File: config.mk
export PLATFORM = sky130hd
export DESIGN_NAME = length_framed_receiver_with_timeout
export DESIGN_NICKNAME = d
export VERILOG_FILES = /design/src/rtl/lfrt_pkg.sv /design/src/rtl/lfrt_ctrl.sv /design/src/rtl/length_framed_receiver_with_timeout.sv
export VERILOG_INCLUDE_DIRS = /design/src /design/src/rtl
export SDC_FILE = /design/constraint.sdc
export NUM_CORES = 1
export LEC_CHECK = 0
export CAP_MARGIN = 20
export CORE_UTILIZATION = 35
export DETAILED_ROUTE_END_ITERATION = 8
export DONT_BUFFER_PORTS = 1
export MAX_ROUTING_LAYER = met4
export PLACE_DENSITY = 0.57
export REMOVE_ABC_BUFFERS = 1
export SLEW_MARGIN = 0
export SYNTH_ARGS = -nofsm -noshare
export SYNTH_HDL_FRONTEND = slang
export SYNTH_SLANG_ARGS = --single-unit
File: constraint.sdc
create_clock -name clk -period 11.95 [get_ports clk]
set_input_delay 0 -clock clk [delete_from_list [all_inputs] [get_ports clk]]
set_output_delay 0 -clock clk [all_outputs]
set_load 0.005 [all_outputs]
File: src/rtl/assert_macros.svh
// Assertion macros used by the frame receiver control module.
`ifndef ASSERT_MACROS_SVH
`define ASSERT_MACROS_SVH

// Property that must hold at every clock edge outside reset.
// The module that uses it must have signals named clk and rst_n.
`define LFRT_ASSERT_ALWAYS(label, expr) \
    label: assert property (@(posedge clk) disable iff (!rst_n) (expr)) \
        else $error("lfrt assertion failed");

// Property whose consequent must hold in the cycle after its antecedent.
// The module that uses it must have signals named clk and rst_n.
`define LFRT_ASSERT_NEXT(label, ante, cons) \
    label: assert property (@(posedge clk) disable iff (!rst_n) (ante) |=> (cons)) \
        else $error("lfrt assertion failed");

`endif

File: src/rtl/lfrt_pkg.sv
// Package with types and constants of the length framed receiver.
`timescale 1ns / 1ps
`default_nettype none

package lfrt_pkg;

    // Default geometry of the frame store and the length byte position.
    localparam int unsigned STORE_DEPTH_DEF = 64;
    localparam int unsigned LENGTH_POS_DEF  = 2;

    // Frame length is the length byte plus this many header and trailer bytes.
    localparam int unsigned LEN_OFFSET = 4;

    // Timeout register reset value and the saturation limit of the idle timer.
    localparam logic [15:0] TIMEOUT_RESET = 16'd256;
    localparam logic [15:0] IDLE_MAX      = 16'hFFFF;

    // Operation codes of an input transaction.
    typedef enum logic [1:0] {
        OP_BYTE    = 2'd0,
        OP_TICK    = 2'd1,
        OP_RELEASE = 2'd2,
        OP_READ    = 2'd3
    } op_t;

    // Event codes reported with every result.
    typedef enum logic [1:0] {
        EV_NONE     = 2'd0,
        EV_COMPLETE = 2'd1,
        EV_TIMEOUT  = 2'd2,
        EV_OVERFLOW = 2'd3
    } evt_t;

    // Receiver state.
    typedef enum logic {
        ST_RECEIVING = 1'b0,
        ST_HOLDING   = 1'b1
    } state_t;

    // Status of one processed transaction, handed to the output register.
    typedef struct packed {
        logic       store_we;
        evt_t       evt;
        logic       holding;
        logic [6:0] frame_len;
    } rx_status_t;

endpackage

`default_nettype wire

File: src/rtl/lfrt_ctrl.sv
// Frame assembly control: byte counter, length check, idle timer and timeout register.
`timescale 1ns / 1ps
`default_nettype none

`include "assert_macros.svh"

module lfrt_ctrl
    import lfrt_pkg::*;
#(
    parameter int unsigned StoreDepth = STORE_DEPTH_DEF,
    parameter int unsigned LengthPos  = LENGTH_POS_DEF,
    localparam int unsigned CntW      = $clog2(StoreDepth + 1)
)
(
    input  wire logic            clk,
    input  wire logic            rst_n,
    input  wire logic            cfg_wr_en,
    input  wire logic [15:0]     cfg_wr_data,
    input  wire logic            accept,
    input  wire logic [1:0]      operation,
    input  wire logic [7:0]      rx_byte,
    output      logic [CntW-1:0] byte_count,
    output      rx_status_t      status
);

    // Width wide enough for the frame length compare (length byte plus offset).
    localparam int unsigned CmpW = (CntW > 9) ? CntW + 1 : 10;
    localparam int unsigned LenW = (CntW > 7) ? CntW : 7;

    state_t          state_reg, state_next;
    logic [CntW-1:0] byte_count_reg, byte_count_next;
    logic [CntW-1:0] held_length_reg, held_length_next;
    logic            timer_running_reg, timer_running_next;
    logic [15:0]     idle_ticks_reg, idle_ticks_next;
    logic [7:0]      length_byte_reg, length_byte_next;
    logic [15:0]     timeout_reg;

    logic [CntW-1:0] count_inc;
    logic [7:0]      length_val;
    logic [CmpW-1:0] frame_total;
    logic [15:0]     idle_inc;
    logic [LenW-1:0] held_ext;
    evt_t            evt;
    logic            store_we;
    op_t             op;

    assign op = op_t'(operation);

    // Timeout configuration register.
    always_ff @(posedge clk or negedge rst_n)
    begin
        if (!rst_n)
        begin
            timeout_reg <= TIMEOUT_RESET;
        end
        else if (cfg_wr_en)
        begin
            timeout_reg <= cfg_wr_data;
        end
    end

    // Control state registers.
    always_ff @(posedge clk or negedge rst_n)
    begin
        if (!rst_n)
        begin
            state_reg         <= ST_RECEIVING;
            byte_count_reg    <= '0;
            held_length_reg   <= '0;
            timer_running_reg <= 1'b0;
            idle_ticks_reg    <= '0;
            length_byte_reg   <= '0;
        end
        else
        begin
            state_reg         <= state_next;
            byte_count_reg    <= byte_count_next;
            held_length_reg   <= held_length_next;
            timer_running_reg <= timer_running_next;
            idle_ticks_reg    <= idle_ticks_next;
            length_byte_reg   <= length_byte_next;
        end
    end

    // Arithmetic shared by the next-state logic.
    assign count_inc   = byte_count_reg + CntW'(1);
    assign length_val  = (byte_count_reg == CntW'(LengthPos)) ? rx_byte : length_byte_reg;
    assign frame_total = CmpW'(length_val) + CmpW'(LEN_OFFSET);
    assign idle_inc    = (idle_ticks_reg == IDLE_MAX) ? idle_ticks_reg
                                                      : idle_ticks_reg + 16'd1;

    // Next state and event for the accepted transaction.
    always_comb
    begin
        state_next         = state_reg;
        byte_count_next    = byte_count_reg;
        held_length_next   = held_length_reg;
        timer_running_next = timer_running_reg;
        idle_ticks_next    = idle_ticks_reg;
        length_byte_next   = length_byte_reg;
        evt                = EV_NONE;
        store_we           = 1'b0;

        if (accept)
        begin
            case (op)
                OP_BYTE:
                begin
                    if (state_reg == ST_RECEIVING)
                    begin
                        if (byte_count_reg >= CntW'(StoreDepth))
                        begin
                            // Store full: drop the frame and the byte.
                            timer_running_next = 1'b0;
                            idle_ticks_next    = '0;
                            byte_count_next    = '0;
                            held_length_next   = '0;
                            evt                = EV_OVERFLOW;
                        end
                        else
                        begin
                            store_we         = 1'b1;
                            byte_count_next  = count_inc;
                            idle_ticks_next  = '0;
                            length_byte_next = length_val;
                            if (byte_count_reg == '0)
                            begin
                                timer_running_next = 1'b1;
                            end
                            else if ((count_inc > CntW'(LengthPos)) &&
                                     (CmpW'(count_inc) >= frame_total))
                            begin
                                // Frame complete: hold it until released.
                                timer_running_next = 1'b0;
                                held_length_next   = count_inc;
                                state_next         = ST_HOLDING;
                                byte_count_next    = '0;
                                evt                = EV_COMPLETE;
                            end
                        end
                    end
                end
                OP_TICK:
                begin
                    if (timer_running_reg)
                    begin
                        idle_ticks_next = idle_inc;
                        if (idle_inc >= timeout_reg)
                        begin
                            timer_running_next = 1'b0;
                            idle_ticks_next    = '0;
                            byte_count_next    = '0;
                            held_length_next   = '0;
                            state_next         = ST_RECEIVING;
                            evt                = EV_TIMEOUT;
                        end
                    end
                end
                OP_RELEASE:
                begin
                    timer_running_next = 1'b0;
                    idle_ticks_next    = '0;
                    byte_count_next    = '0;
                    held_length_next   = '0;
                    state_next         = ST_RECEIVING;
                end
                default:
                begin
                    // A read leaves the control state alone.
                end
            endcase
        end
    end

    // Status for the output register.
    assign held_ext         = LenW'(held_length_next);
    assign status.store_we  = store_we;
    assign status.evt       = evt;
    assign status.holding   = (state_next == ST_HOLDING);
    assign status.frame_len = (state_next == ST_HOLDING) ? held_ext[6:0] : 7'd0;
    assign byte_count       = byte_count_reg;

    // While a frame is held, the timer is stopped and no partial frame exists.
    `LFRT_ASSERT_ALWAYS(a_hold_idle, (state_reg != ST_HOLDING) ||
                        (!timer_running_reg && byte_count_reg == '0))

    // The idle counter only counts while the timer runs.
    `LFRT_ASSERT_ALWAYS(a_idle_clear, timer_running_reg || idle_ticks_reg == '0)

    // The byte count never passes the store depth.
    `LFRT_ASSERT_ALWAYS(a_count_range, byte_count_reg <= CntW'(StoreDepth))

    // A timeout leaves the receiver empty with the timer stopped.
    `LFRT_ASSERT_NEXT(a_timeout_drop, evt == EV_TIMEOUT,
                      !timer_running_reg && byte_count_reg == '0 &&
                      state_reg == ST_RECEIVING)

endmodule

`default_nettype wire

File: src/rtl/length_framed_receiver_with_timeout.sv
// Top level of the length framed receiver with inter-byte timeout.
//
//  Channel   Direction  Handshake            Contents
//  input     in         in_valid / in_stall  operation, rx_byte, read_index
//  result    out        out_valid/out_stall  frame_ready, frame_length, read_data, event_res
//  config    in         cfg_wr_en            cfg_wr_data (timeout in ticks)
//
// Each transaction's result is in the output register at the next clock edge,
// and a new transaction is taken every cycle while in_stall is low.
// The rate is set by the combinational counter and length compare in the
// control logic and the one-port frame store, written or read once a cycle.
// in_stall rises only while a result waits in the output register and
// out_stall is high. Reset clears all control state; the frame store is not
// cleared and needs no clearing pass.
`timescale 1ns / 1ps
`default_nettype none

module length_framed_receiver_with_timeout
    import lfrt_pkg::*;
#(
    parameter int unsigned StoreDepth = STORE_DEPTH_DEF,
    parameter int unsigned LengthPos  = LENGTH_POS_DEF
)
(
    input  wire logic        clk,
    input  wire logic        rst_n,
    input  wire logic        cfg_wr_en,
    input  wire logic [15:0] cfg_wr_data,
    input  wire logic        in_valid,
    output      logic        in_stall,
    input  wire logic [1:0]  operation,
    input  wire logic [7:0]  rx_byte,
    input  wire logic [5:0]  read_index,
    output      logic        out_valid,
    input  wire logic        out_stall,
    output      logic        frame_ready,
    output      logic [6:0]  frame_length,
    output      logic [7:0]  read_data,
    output      logic [1:0]  event_res
);

    localparam int unsigned AddrW = (StoreDepth > 1) ? $clog2(StoreDepth) : 1;
    localparam int unsigned CntW  = $clog2(StoreDepth + 1);
    localparam int unsigned IdxW  = (AddrW > 6) ? AddrW + 1 : 7;

    logic            accept;
    logic [CntW-1:0] byte_count;
    rx_status_t      status;
    logic [IdxW-1:0] idx_ext;
    logic [AddrW-1:0] rd_addr;
    logic [AddrW-1:0] wr_addr;
    logic            idx_ok;

    logic            out_valid_reg, out_valid_next;
    logic            frame_ready_reg;
    logic [6:0]      frame_length_reg;
    logic [7:0]      read_data_reg;
    logic [1:0]      event_res_reg;

    logic [7:0]      frame_store [StoreDepth];

    // A transaction is taken unless a result is waiting on a stalled output.
    assign in_stall = out_valid_reg & out_stall;
    assign accept   = in_valid & ~in_stall;

    // Frame assembly control.
    lfrt_ctrl #(
        .StoreDepth (StoreDepth),
        .LengthPos  (LengthPos)
    ) u_ctrl (
        .clk         (clk),
        .rst_n       (rst_n),
        .cfg_wr_en   (cfg_wr_en),
        .cfg_wr_data (cfg_wr_data),
        .accept      (accept),
        .operation   (operation),
        .rx_byte     (rx_byte),
        .byte_count  (byte_count),
        .status      (status)
    );

    // Store addressing.
    assign idx_ext = IdxW'(read_index);
    assign idx_ok  = idx_ext < IdxW'(StoreDepth);
    assign rd_addr = idx_ext[AddrW-1:0];
    assign wr_addr = byte_count[AddrW-1:0];

    // Frame store write port.
    always_ff @(posedge clk)
    begin
        if (status.store_we)
        begin
            frame_store[wr_addr] <= rx_byte;
        end
    end

    // Output payload register, with the store read data registered here.
    always_ff @(posedge clk)
    begin
        if (accept)
        begin
            frame_ready_reg  <= status.holding;
            frame_length_reg <= status.frame_len;
            event_res_reg    <= status.evt;
            if ((op_t'(operation) == OP_READ) && idx_ok)
            begin
                read_data_reg <= frame_store[rd_addr];
            end
            else
            begin
                read_data_reg <= 8'd0;
            end
        end
    end

    // Output valid: set on a new transaction, kept while the result is stalled.
    always_comb
    begin
        if (accept)
        begin
            out_valid_next = 1'b1;
        end
        else if (out_stall)
        begin
            out_valid_next = out_valid_reg;
        end
        else
        begin
            out_valid_next = 1'b0;
        end
    end

    always_ff @(posedge clk or negedge rst_n)
    begin
        if (!rst_n)
        begin
            out_valid_reg <= 1'b0;
        end
        else
        begin
            out_valid_reg <= out_valid_next;
        end
    end

    assign out_valid    = out_valid_reg;
    assign frame_ready  = frame_ready_reg;
    assign frame_length = frame_length_reg;
    assign read_data    = read_data_reg;
    assign event_res    = event_res_reg;

endmodule

`default_nettype wire

# Yosys cells after proc, flatten, opt, wreduce, memory -nomap -nowiden
# Memory sizes are Yosys's and may differ from the RTL's. A register that Yosys moved wholly into a read port is not among the register bits.
# Cells that the tools add are included.
# op_classes
addsub	3
n_lt_le_gt_ge	5
eq_ne	10
mux	51
bitwise_logic	5
n_reduce_logical	10
# ops
op	count
2-to-1 mux 7 bit	13
2-to-1 mux 16 bit	4
case mux 16 bit (3 select lines)	1
case mux 7 bit (3 select lines)	2
2-to-1 mux 1 bit	22
adder 16 x 1 -> 16 bit, second input constant	1
== test 16 bit, second input constant	1
>= comparator 16 bit	1
AND reduction 4 bit	3
>= comparator 7 x 10 -> 1 bit	1
2-to-1 mux 2 bit	5
adder 8 x 3 -> 9 bit, second input constant	1
2-to-1 mux 8 bit	1
adder 7 x 1 -> 7 bit, second input constant	1
== test 7 x 2 -> 1 bit, second input constant	1
>= comparator 7 bit, second input constant	1
greater-than comparator 7 x 2 -> 1 bit, second input constant	1
logical NOT 7 bit	1
< comparator 6 x 7 -> 1 bit, second input constant	1
inequality test 2 x 1 -> 1 bit, second input constant	3
case mux 1 bit (3 select lines)	2
AND reduction 5 bit	1
== test 2 bit, second input constant	2
inequality test 4 x 1 -> 1 bit, second input constant	1
other kinds (9)	13
# totals
regBits	67
ram_bits	512
input_bits	37
output_inout_bits	20
wordCells	96
mem_count	1
# memory_table
name	words	word_bits	read_ports	rd_clocked_by_memory_dff	write_ports	line_no	source
frame_store	64	8	1	1	1	length_framed_receiver_with_timeout.sv:60	logic [7:0] frame_store [StoreDepth];

# Longest topological paths before layout
# logic_depth
ltp_word	11
depth_mapped	22
mapped_depth_nobuf	19

# By module
# Synthesis repeated with hierarchy kept, for this count alone.
# hier_totals
cells_unflattened	1354
area_unflattened_um2	24334.6
# modules_own_cells
mod	instances	cells_per_inst	area_each_um2
length_framed_receiver_with_timeout	1	926	20567.2
lfrt_ctrl	1	428	3767.4

# Worst setup path before layout
# OpenSTA, ideal clock, no wires.
# synth_path
kind	register -> register
from	reg u_ctrl.byte_count_reg[0] (netlist: u_ctrl.byte_count[0])
to	reg frame_length_reg[6] (netlist: frame_length[6]), data pin
arrival_ps	4162
required_time_ps	11796
setup_slack_ps	7634
stages_incl_launch_ff	21
path_buffers	2
cell_sequence	dfrtp_1 > clkbuf_1 > inv_1 > ha_1 > nor3b_4 > nand2_2 > buf_6 > mux2_2 > ha_1 > and3_1 > or2_2 > nand2_1 > xnor2_1 > mux2i_1 > ha_1 > a211o_1 > a41oi_1 > or3_1 > nor4_4 > o22ai_1 > a31oi_1
# synth_via
elab_chain_len	11
elab_cells_between_ends	21
cone_classes	add/sub: 2; order compare: 3; eq/ne: 1; mux: 13; reduce/logical: 2
# synth_rtl
element	line_no	source
start: declaration	lfrt_ctrl.sv:31	logic [CntW-1:0] byte_count_reg, byte_count_next;
start signal: assignment	lfrt_ctrl.sv:77	byte_count_reg <= byte_count_next;
== test 7 x 2 -> 1 bit (*)	lfrt_ctrl.sv:87	assign length_val = (byte_count_reg == CntW'(LengthPos)) ? rx_byte : length_byte_reg;
2-to-1 mux 8 bit (*)	lfrt_ctrl.sv:87	
net u_ctrl.length_val[2]	lfrt_ctrl.sv:39	logic [7:0] length_val;
adder 8 x 3 -> 9 bit (*)	lfrt_ctrl.sv:88	assign frame_total = CmpW'(length_val) + CmpW'(LEN_OFFSET);
>= comparator 7 x 10 -> 1 bit (*)	lfrt_ctrl.sv:131	(CmpW'(count_inc) >= frame_total))
logical AND 1 bit (*)	lfrt_ctrl.sv:130	else if ((count_inc > CntW'(LengthPos)) &&
2-to-1 mux 7 bit or 2-to-1 mux 1 bit (tied branches)	lfrt_ctrl.sv:130	
2-to-1 mux 7 bit or 2-to-1 mux 1 bit (tied branches)	lfrt_ctrl.sv:126	if (byte_count_reg == '0)
2-to-1 mux 7 bit or 2-to-1 mux 1 bit (tied branches)	lfrt_ctrl.sv:111	if (byte_count_reg >= CntW'(StoreDepth))
2-to-1 mux 7 bit or 2-to-1 mux 1 bit (tied branches)	lfrt_ctrl.sv:109	if (state_reg == ST_RECEIVING)
case mux 7 bit (3 select lines) or case mux 1 bit (3 select lines) (tied branches)	lfrt_ctrl.sv:106	case (op)
2-to-1 mux 7 bit or 2-to-1 mux 1 bit (tied branches)	lfrt_ctrl.sv:104	if (accept)
end signal: assignment	length_framed_receiver_with_timeout.sv:103	frame_length_reg <= status.frame_len;
end: declaration	length_framed_receiver_with_timeout.sv:56	logic [6:0] frame_length_reg;
# Mark *: on every way through the listed nets, which the timed path passes. The rest lies on a longest branch.
# A chain may end at the register's enable or synchronous reset.

# Worst setup path in the final report
# layout_path
from	reg u_ctrl.idle_ticks_reg[4]
to	reg u_ctrl.timer_running_reg
# layout_via
elab_chain_len	6
elab_cells_between_ends	7
cone_classes	add/sub: 1; order compare: 1; eq/ne: 1; mux: 4
# layout_rtl
element	line_no	source
start: declaration	lfrt_ctrl.sv:34	logic [15:0] idle_ticks_reg, idle_ticks_next;
start signal: assignment	lfrt_ctrl.sv:80	idle_ticks_reg <= idle_ticks_next;
adder 16 x 1 -> 16 bit or == test 16 bit (tied branches)	lfrt_ctrl.sv:90, lfrt_ctrl.sv:89	
2-to-1 mux 16 bit (*)	lfrt_ctrl.sv:89	assign idle_inc = (idle_ticks_reg == IDLE_MAX) ? idle_ticks_reg
>= comparator 16 bit (*)	lfrt_ctrl.sv:148	if (idle_inc >= timeout_reg)
2-to-1 mux 1 bit (*)	lfrt_ctrl.sv:148	
2-to-1 mux 1 bit (*)	lfrt_ctrl.sv:145	if (timer_running_reg)
case mux 1 bit (3 select lines) (*)	lfrt_ctrl.sv:106	
end signal: assignment	lfrt_ctrl.sv:79	timer_running_reg <= timer_running_next;
end: declaration	lfrt_ctrl.sv:33	logic timer_running_reg, timer_running_next;
# Mark *: on every way between the ends. The rest lies on a longest branch, timed or not.

==> impl_metrics.py <==
metrics = {
    "hold_path": {
        "hold_depth": 3,
        "hold_path_class": "primary input to register",
        "hp-start": "read_index[3]",
        "hold_end": "read_data[5]",
    },
    "clocking": {
        "cts-root-buf": "clkbuf_16",
        "cts_setup_buffers": 0,
        "clockBufferDepth": 3,
        "numCtsBuffers": 58,
        "clkSinkCount": 587,
        "clock_latency_ns": 0.62,
        "cts_tree": "yes",
        "clk_pin_slew_ns": 0.06,
        "cts_resized": 0,
        "htreeDepth": 2,
    },
    "routing": {
        "remaining_drc_errors": 0,
        "wl_um": 56500,
        "drtAntennaViolNets": 0,
        "wl_per_cell_um": 25.0,
        "vias": 12100,
        "viasPerCell": 5.36,
        "firstDrtPassIters": 5,
        "detail_route.iter0.violations": 1136,
    },
    "power": {
        "power.share.clock_pct": 39.4,
        "swShare_pct": 23.4,
        "power.density_mw_per_mm2": 162,
        "p_int_mw": 3.42,
        "p_leak_nw": 9.03,
        "ir_worst_vdd_uv": 111,
        "p_comb_share_pct": 9.1,
        "pwr-share-seq_pct": 51.5,
        "p_sw_mw": 1.05,
    },
    "finish": {
        "multi_input_area_mm2": 0.00645,
        "final_nets": 1394,
        "n_fill_cell": 6060,
        "drive_gt1_share_pct": 20.8,
        "largest_reg_flops": 512,
        "final_cell_area_mm2": 0.0275,
        "register_area_mm2": 0.0173,
        "area_growth_pct": 13.9,
    },
    "critical_path": {
        "r2r_cells": 16,
        "cp-end-kind": "register",
        "r2r_start": "u_ctrl.idle_ticks_reg[4]",
        "path_max_fanout": 20,
        "r2r_setup_slack_ns": 6.81,
        "start_kind": "register",
        "reg2reg_to": "u_ctrl.timer_running_reg",
        "worstPathRequired_ns": 12.44,
        "criticalPathCategory": "register to register",
        "crit_arrival_ns": 5.63,
    },
    "place": {
        "port-buffer-count": 0,
        "routabilityCongestion": 0.779,
        "post-place-ws_ns": 7.17,
        "placed_cell_area_mm2": 0.0251,
        "dpl.hpwl_um": 32000,
    },
    "floorplanning": {
        "top_level_ports": 57,
        "start_util_pct": 35.3,
        "core_area_mm2": 0.0685,
        "die_h_um": 265,
        "dieArea_mm2": 0.0702,
        "die_width_um": 265,
        "rows": 96,
    },
    "sta": {
        "max_slew_margin_pct": 27.4,
        "final.setup.tns_ns": 0,
        "period_needed_ns": 5.14,
        "fin_worst_skew_ns": 0.0300,
        "finalCritPeriodShare_pct": 43.0,
        "hold_viol": 0,
        "setup-violations-final": 0,
        "worstMarginPinSlew_ns": 1.09,
        "fin_ws_ns": 6.81,
        "hold_slack_ns": 0.0364,
        "finalMaxSlewViolations": 0,
        "fmax_mhz": 195,
        "rsz0062_at_grt": "false",
    },
    "synthesis": {
        "synth_most_common_cell": "edfxtp_1",
        "synth.avg_cell_area_um2": 19.1,
        "synthArstFlopShare_pct": 9.71,
        "synth_fa_ha_area_share_pct": 1.71,
        "yosysWarnings": 0,
        "synth_seq_cells": 587,
        "synth_edf_count": 530,
        "dominantRegCellSynth": "edfxtp_1",
        "synth_top_family_by_area": "multiplexers",
        "synthCells": 1269,
        "synth-compound-area-share_pct": 3.15,
        "netlist.area_leader.share_pct": 65.8,
        "synth.top_cells.by_count": "edfxtp_1 (530), mux4_2 (168), nor2_1 (92), dfrtp_1 (56), nand2_1 (56)",
        "synthMuxAreaShare_pct": 16.4,
        "synth-xor-area-share_pct": 0.688,
        "yosysUniqueCellTypes": 60,
        "synthTopCellsByArea": "edfxtp_1 (66%), mux4_2 (16%), dfrtp_1 (5.8%), ha_1 (1.7%), nor2_1 (1.4%)",
        "synth_area_mm2": 0.0242,
        "yosys.area_share.simple_pct": 4.71,
        "seq_area_frac_synth_pct": 71.7,
        "synth_top_area_cell": "edfxtp_1",
    },
    "grt": {
        "grt_util_all_layers_pct": 16.9,
        "grt_max_degree": 129,
        "gr-total-overflow": 0,
        "grt_pass1_wl_um": 83700,
        "first_global_vias": 12400,
        "antenna_found_initial": 6,
    },
    "run": {
        "cap_violations": 0,
    },
    "outcome": {
        "status": "finished clean",
    },
}
[cell usage in the layout (no fill, tap or decap), drive strengths merged, types with 6 or more instances in the layout]
master	netlist	routed
nand2	57	57
buf	18	14
clkinv	0	24
xor2	8	8
clkbuf	39	75
and3	10	10
nand4	7	7
o31ai	6	6
a21oi	17	17
ha	33	33
and2	11	11
dfrtp	56	56
a22o	11	11
o21ai	34	34
mux4	168	168
dlygate4sd3	0	38
edfxtp	530	530
nor2	92	92
mux2	12	12
a211o	6	6
nand3	26	26
xnor2	11	11
nor3	7	7
inv	37	39
[worst max path at each step]
stage                     slack, ns  cells after the start                startpoint                        to
final                          6.81                     16  u_ctrl.idle_ticks_reg[4]  u_ctrl.timer_running_reg
after global routing           6.35                     16  u_ctrl.idle_ticks_reg[4]  u_ctrl.timer_running_reg
after CTS                      6.89                     16  u_ctrl.idle_ticks_reg[4]  u_ctrl.timer_running_reg
after detailed placement       7.17                     15  u_ctrl.idle_ticks_reg[4]               frame_ready
after global placement         7.30                     18      u_ctrl.byte_count[0]           frame_length[6]
after floorplan                7.02                     13  u_ctrl.idle_ticks_reg[4]           frame_length[6]
[cells by family after synthesis]
| family | Yosys count |
|---|---|
| flip-flops | 587 |
| AO/OA/AOI/OAI | 112 |
| AND/OR/NAND/NOR | 239 |
| buffers and inverters | 94 |
| adder cells (fa/ha/maj) | 33 |
| XOR/XNOR | 19 |
| multiplexers | 185 |
[layer usage]
layer  GRT usage [%]  vias to the layer above  share of wire, %
li1                -                     5260                 -
met1            23.3                     6343                44
met2            25.1                      404                46
met3            3.87                       82               7.5
met4            4.42                        0               1.9
met5               -                        -                 0
[power groups by stage]
| stage | combinational [mW] | sequential, mW | clock (mW) |
|---|---|---|---|
| floorplan | 0.240 | 2.33 | 0 |
| global placement | 0.341 | 2.34 | 0 |
| detailed placement | 0.344 | 2.34 | 0 |
| CTS | 0.409 | 2.30 | 1.80 |
| global route | 0.441 | 2.30 | 1.88 |
| finish | 0.408 | 2.30 | 1.76 |
[repair_timing]
item                                    in CTS  in global routing
endpoints found under the setup margin       0                  0
endpoints found under the hold margin      606                  0
hold buffers                                48                  0
[area by class of cell]
cell class	instances	share of cell area, %
clock buffers	75	5.54
clock inverters	30	0.995
well taps	882	4.01
inverters	37	0.504
diodes	5	0.0454
repair buffers	52	2.52
multi-input cells	588	23.4
flip-flops and latches	587	63.0
[through the flow]
step / power (mW) / util, % / std cells
after CTS: 4.51 / 40.2 / 2251
after global routing: 4.62 / 40.2 / 2255
after floorplan: 2.58 / - / 1212
after detailed placement: 2.69 / 36.6 / 2098
final: 4.47 / 40.2 / 2256
after global placement: 2.68 / 36.6 / 2097
[worst max-delay path: stages, from the launching register on]
cell           delay, ns
dfrtp_1             0.44
nand4_1             0.23
nor4_1              0.90
nand3_1             0.40
nand2_1             0.29
nor2_1              0.09
xor2_1              0.15
ha_1                0.30
o21ai_0             0.08
nand2b_1            0.08
o2111ai_1           0.11
o21ai_0             0.45
a211oi_2            0.14
buf_4               0.25
a221o_1             0.36
a21o_1              0.18
dlygate4sd3_1       0.56
No activity file was read; power rests on OpenSTA's default activity.
